`src/sv/tlrb_pkg.sv`:
```
`default_nettype none

package tlrb_pkg;

   localparam int unsigned LOG_DEPTH     = 65536;
   localparam int unsigned HISTORY_CHUNK = 8192;
   localparam int unsigned ADDR_W        = $clog2(LOG_DEPTH);

   localparam int unsigned CAP_W   = 7;
   localparam int unsigned TOTAL_W = 32;
   localparam int unsigned BYTE_W  = 8;
   localparam logic [CAP_W-1:0] MAX_CAP = CAP_W'(65);

   localparam logic [1:0] CMD_WRITE = 2'd0;
   localparam logic [1:0] CMD_READ  = 2'd1;
   localparam logic [1:0] CMD_CLEAR = 2'd2;

   typedef struct packed {
      logic wr;
      logic clr;
      logic load;
      logic start;
      logic zero;
      logic clamp;
      logic count;
      logic setup;
      logic stream;
      logic push_empty;
   } ctl_cmd_type;

   typedef struct packed {
      logic zero_cap;
      logic count_zero;
      logic drained;
      logic out_free;
   } ctl_stat_type;

endpackage

`default_nettype wire

```
`src/sv/tlrb_ctrl.sv`:
```
`default_nettype none

module tlrb_ctrl
   import tlrb_pkg::*;
(
   input  wire logic         clock,
   input  wire logic         reset,
   input  wire logic         req_tvalid,
   output logic              req_tready,
   input  wire logic [1:0]   command,
   input  ctl_stat_type      stat,
   output ctl_cmd_type       cmd
);

   localparam logic [2:0] S_IDLE   = 3'd0;
   localparam logic [2:0] S_START  = 3'd1;
   localparam logic [2:0] S_CLAMP  = 3'd2;
   localparam logic [2:0] S_COUNT  = 3'd3;
   localparam logic [2:0] S_SETUP  = 3'd4;
   localparam logic [2:0] S_STREAM = 3'd5;
   localparam logic [2:0] S_EMPTY  = 3'd6;

   logic [2:0] state_ff;
   logic [2:0] state_in;
   logic       accept;

   assign req_tready = (state_ff == S_IDLE);
   assign accept     = req_tvalid && req_tready;

   always_comb begin
      state_in = state_ff;
      cmd      = '0;
      unique case (state_ff)
         S_IDLE: begin
            cmd.wr  = accept && (command == CMD_WRITE);
            cmd.clr = accept && (command == CMD_CLEAR);
            if (accept && (command == CMD_READ)) begin
               cmd.load = 1'b1;
               state_in = S_START;
            end
         end
         S_START: begin
            if (stat.zero_cap) begin
               cmd.zero = 1'b1;
               state_in = S_EMPTY;
            end else begin
               cmd.start = 1'b1;
               state_in  = S_CLAMP;
            end
         end
         S_CLAMP: begin
            cmd.clamp = 1'b1;
            state_in  = S_COUNT;
         end
         S_COUNT: begin
            cmd.count = 1'b1;
            state_in  = S_SETUP;
         end
         S_SETUP: begin
            cmd.setup = 1'b1;
            state_in  = stat.count_zero ? S_EMPTY : S_STREAM;
         end
         S_STREAM: begin
            cmd.stream = 1'b1;
            if (stat.drained) begin
               state_in = S_IDLE;
            end
         end
         S_EMPTY: begin
            cmd.push_empty = 1'b1;
            if (stat.out_free) begin
               state_in = S_IDLE;
            end
         end
         default: begin
            state_in = S_IDLE;
         end
      endcase
   end

   always_ff @(posedge clock) begin
      if (reset) begin
         state_ff <= S_IDLE;
      end else begin
         state_ff <= state_in;
      end
   end

endmodule

`default_nettype wire

```
`config.mk`:
```
export PLATFORM = sky130hd
export DESIGN_NAME = tlrb_ctrl
export DESIGN_NICKNAME = d
export VERILOG_FILES = /design/src/sv/tlrb_pkg.sv /design/src/sv/tlrb_ctrl.sv
export SDC_FILE = /design/constraint.sdc
export NUM_CORES = 1
export LEC_CHECK = 0
export BUFFER_PORTS_ARGS = -buffer_cell sky130_fd_sc_hd__buf_2
export CAP_MARGIN = 30
export CELL_PAD_IN_SITES_DETAIL_PLACEMENT = 0
export CELL_PAD_IN_SITES_GLOBAL_PLACEMENT = 1
export CORE_AREA = 2 2 39 41
export CTS_BUF_LIST = sky130_fd_sc_hd__clkbuf_2 sky130_fd_sc_hd__clkbuf_4 sky130_fd_sc_hd__clkbuf_8
export CTS_CLUSTER_DIAMETER = 100
export DETAILED_ROUTE_END_ITERATION = 10
export DIE_AREA = 0 0 41 43
export HOLD_SLACK_MARGIN = 0.02
export PLACE_DENSITY = 0.68
export SLEW_MARGIN = 20
export SYNTH_ARGS = -nofsm -noshare
export SYNTH_HDL_FRONTEND = slang
export SYNTH_SLANG_ARGS = --single-unit
export TNS_END_PERCENT = 50
```
`constraint.sdc`:
```
create_clock -name clock -period 2.7 [get_ports clock]
set_input_delay 0.54 -clock clock [delete_from_list [all_inputs] [get_ports clock]]
set_output_delay 0.54 -clock clock [all_outputs]
set_load 0.05 [all_outputs]
```
## After elaboration in Yosys (flattened, before gate mapping)

Index checks and enable logic that the tools add are counted.

| storage, ports and cells | value |
|---|---|
| output and inout bits | 11 |
| bits in writable memories | 0 |
| latch bits | 0 |
| memories kept | 0 |
| word-level logic and storage cells | 35 |
| register bits | 3 |
| input port bits | 9 |
| memory bits (read-only) | 0 |

| operators by class | value |
|---|---|
| $add $sub $neg | 0 |
| reduce and logical (&&, ||, !) cells | 7 |
| equality and inequality tests | 11 |
| bitwise gates (word level) | 0 |
| shift-type cells | 0 |
| div/mod/pow operators | 0 |
| magnitude comparators | 0 |
| multiply operators | 0 |
| mux-type cells | 16 |

Operator list:

| operator | count |
|---|---|
| $pmux W3 S7 | 1 |
| $mux W3 | 5 |
| $eq A3 B3 Y1 const B | 3 |
| $mux W1 | 8 |
| $eq A3 B2 Y1 const B | 2 |
| $logic_and A1 B1 Y1 | 4 |
| $mux W2 | 2 |
| $ne A2 B2 Y1 const B | 2 |
| $eq A3 B1 Y1 const B | 1 |
| $logic_not A3 Y1 | 1 |
| $reduce_and A3 Y1 | 1 |
| $eq A2 B1 Y1 const B | 1 |
| $eq A2 B2 Y1 const B | 1 |
| $logic_not A2 Y1 | 1 |
| $ne A2 B1 Y1 const B | 1 |

## Depth between registers and ports, before layout

| logic depth | value |
|---|---|
| depth in word-level cells | 5 |
| gate-level depth with buffers | 4 |
| depth with buffers taken out | 4 |

## Least setup slack after synthesis

Ideal clock, no wire load.

| timing path | value |
|---|---|
| kind | input to output |
| start point | input port stat[3] (netlist name) |
| end point | output port cmd[6] (netlist name) |
| slack | -0.023 ns |
| data required time | 2.160 ns |
| stages | 1 |
| path buffers | 0 |
| arrival time | 2.183 ns |
| cell sequence | nor4b_1 |

| between the ends | value |
|---|---|
| word-level cells in the longest chain between the ends | 2 |

RTL lines:

| item | RTL line | text |
|---|---|---|
| start: declaration | tlrb_ctrl.sv:11 | `input ctl_stat_type stat,` |
| $mux W1 | tlrb_ctrl.sv:43 | `if (stat.zero_cap) begin` |
| $mux W2 | tlrb_ctrl.sv:33 | `unique case (state_ff)` |
| end: declaration | tlrb_ctrl.sv:12 | `output ctl_cmd_type cmd` |

No other way between the ends.

==> results.sh <==
export IMPL_run_status="finished, final reports clean"
export IMPL_final_nets=66
export IMPL_power_density_nw_per_um2=1141
export IMPL_setup_viol=0
export IMPL_via_count=336
export IMPL_finalPower_mw=0.4769
export IMPL_synth_seq_cells=3
export IMPL_placed_cells=68
export IMPL_crit_required_ns=2.16
export IMPL_first_iter_violations=8
export IMPL_antenna_found_initial=0
export IMPL_r2r_start="state_ff[2]"
export IMPL_r2r_worst_path_cells=4
export IMPL_post_cts_buffers=0
export IMPL_vias_per_cell=4.667
export IMPL_grt_pass1_wl_mm=1.159
export IMPL_fmax_mhz=464.0
export IMPL_hold_buffers=0
export IMPL_synth_seq_area_share=0.2115
export IMPL_synth_nets=45
export IMPL_worst_pin_slew_ns=0.4507
export IMPL_finalNonFillerCells=72
export IMPL_totalWireLength_um=709
export IMPL_drcViolationCount=0
export IMPL_largestRegisters="state_ff: 3 flops"
export IMPL_htreeDepth=1
export IMPL_drive_gt1_frac=0.4821
export IMPL_ctsResizeCount=0
export IMPL_grtUsageTotal=0.1013
export IMPL_crit_path_end_kind="primary output"
export IMPL_num_rows=14
export IMPL_utilization=0.3020
export IMPL_crit_path_max_fanout=15
export IMPL_cts_buffers=3
export IMPL_filler_cell_count=158
export IMPL_grt_max_degree=16
export IMPL_clk_transition_reported_paths_ns=0.04
export IMPL_portBuffers=19
export IMPL_min_from="reset"
export IMPL_die_y_um=43
export IMPL_dieArea_sq_um=1763
export IMPL_core_sq_um=1384
export IMPL_pre_cts_ws_ns=0.7904
export IMPL_firstDrtPassIters=4
export IMPL_yosys_top_cells_area="dfxtp_1, and3b_1, nand2_1"
export IMPL_dpl_instance_area_sq_um=387.9
export IMPL_fin_crit_ns=2.155
export IMPL_clk_latency_ns=0.24
export IMPL_start_util=0.2052
export IMPL_largest_register_ffs=3
export IMPL_clock_skew_ns=0.003278
export IMPL_synth_top_area_frac=0.2115
export IMPL_cts_num_sinks=3
export IMPL_ant_nets=0
export IMPL_antenna_cells=0
export IMPL_design_area_sq_um=417.9
export IMPL_ioPinCount=20
export IMPL_synthesis_area_sq_um=284.0
export IMPL_min_to="state_ff[2]"
export IMPL_drv_slew=0
export IMPL_yosys_area_top_type="dfxtp_1"
export IMPL_maxSlewHeadroom=0.6991
export IMPL_gp_congestion=0.6511
export IMPL_post_route_period_util=0.7983
export IMPL_yosys_warnings=0
export IMPL_synthToLayoutAreaGrowth_pct=47.14
export IMPL_wl_per_cell_um=9.847
export IMPL_critPathKind="flop to primary output"
export IMPL_cp_arrival_ns=1.62
export IMPL_die_x_um=41
export IMPL_hold_depth=2
export IMPL_grt_overflow_total=0
export IMPL_synth_cells=36
export IMPL_r2r_slack_ns=1.48
export IMPL_finalHoldViolations=0
export IMPL_p_leak_nw=0.2084
export IMPL_peakVddDrop_mv=0.2934
export IMPL_synth_avg_cell_area_sq_um=7.890
export IMPL_synth_cell_types=23
export IMPL_clockBufferDepth=2
export IMPL_drv_cap=0
export IMPL_grt_pass1_vias=296
export IMPL_hold_path_class="input port to flop"
export IMPL_top_register="state_ff"
export IMPL_rsz0062_at_grt="false"
export IMPL_postLayoutSetupSlackWorst_ns=0.5447
export IMPL_hpwl_um=497.2
export IMPL_tritoncts="yes"
export IMPL_start_kind="flop"
export IMPL_rr_endpoint="state_ff[0]"
export IMPL_clockRootBuffer="clkbuf_4"
export IMPL_worst_hold_slack_ns=0.5135
export IMPL_setup_tns_ns=0
metal layers:
layer | track usage | routed length [um]
met1 | 0.1026 | 314
met2 | 0.1469 | 289
met3 | 0.03665 | 82
met4 | 0.1000 | 22
met5 | 0 | 0
where the power goes:
part	internal (mW)	switching (mW)	leakage, nW
combinational	0.0937	0.180	0.165
sequential	0.0600	0.0501	0.0247
clock	0.0657	0.0275	0.0184
total	0.219	0.258	0.208
critical path, cell delays in order (launching register included):
cell and delay (ns):
dfxtp_1 0.43, or3_4 0.44, inv_2 0.07, and4b_1 0.18, buf_2 0.25
synth_stat cells, drive strengths merged:
cell type and instances:
o21a 1, nor3 2, inv 1, o31ai 1, and3b 4, dfxtp 3, nor4b 2, nor4bb 1
a21oi 1, nand3 1, o21ai 2, nor2b 1, or3 1, buf 3, o22ai 1, and4b 1
xnor2 1, o32ai 1, nor2 2, nor3b 2, nand2 4
cell type report:
| type | count | area, sq um | share of cell area |
|---|---|---|---|
| Inverter | 1 | 3.754 | 0.008982 |
| Clock buffer | 4 | 30.03 | 0.07186 |
| Multi-Input combinational cell | 29 | 209.0 | 0.5000 |
| Tap cell | 16 | 20.02 | 0.04790 |
| Sequential cell | 3 | 60.06 | 0.1437 |
| Timing Repair Buffer | 19 | 95.09 | 0.2275 |
cell usage in the layout, fill, tap and decap left out, drive strengths merged:
master	synthesis	layout
or3	1	1
o22ai	1	1
nor3	2	2
nor3b	2	2
xnor2	1	1
nor4bb	1	1
nand3	1	1
inv	1	1
and4b	1	1
nand2	4	4
nor2b	1	1
o21a	1	1
clkbuf	0	4
o31ai	1	1
buf	3	19
nor2	2	2
nor4b	2	2
dfxtp	3	3
o32ai	1	1
o21ai	2	2
a21oi	1	1
and3b	4	4
worst max-delay path by stage:
stage / from / endpoint / slack, ns / cells after the start
finish: state_ff[2] / cmd[8] / 0.54 / 4
global route: state_ff[2] / cmd[9] / 0.44 / 3
global placement: state_ff[2] / cmd[8] / 0.81 / 4
floorplan: stat[3] / cmd[5] / 0.09 / 1
CTS: state_ff[0] / cmd[8] / 0.54 / 4
detailed placement: state_ff[2] / cmd[8] / 0.79 / 4
cells by family (layout without fill, tap and decap cells):
kind of cell	count (synthesis)	count (layout)	synth area share
and+or+nand+nor	21	21	0.5242
AOI/OAI and AO/OA	7	7	0.1586
buffers and inverters	4	24	0.07489
DFF	3	3	0.2115
xor gates and xnor gates	1	1	0.03084
(Power assumes the default switching activity.)
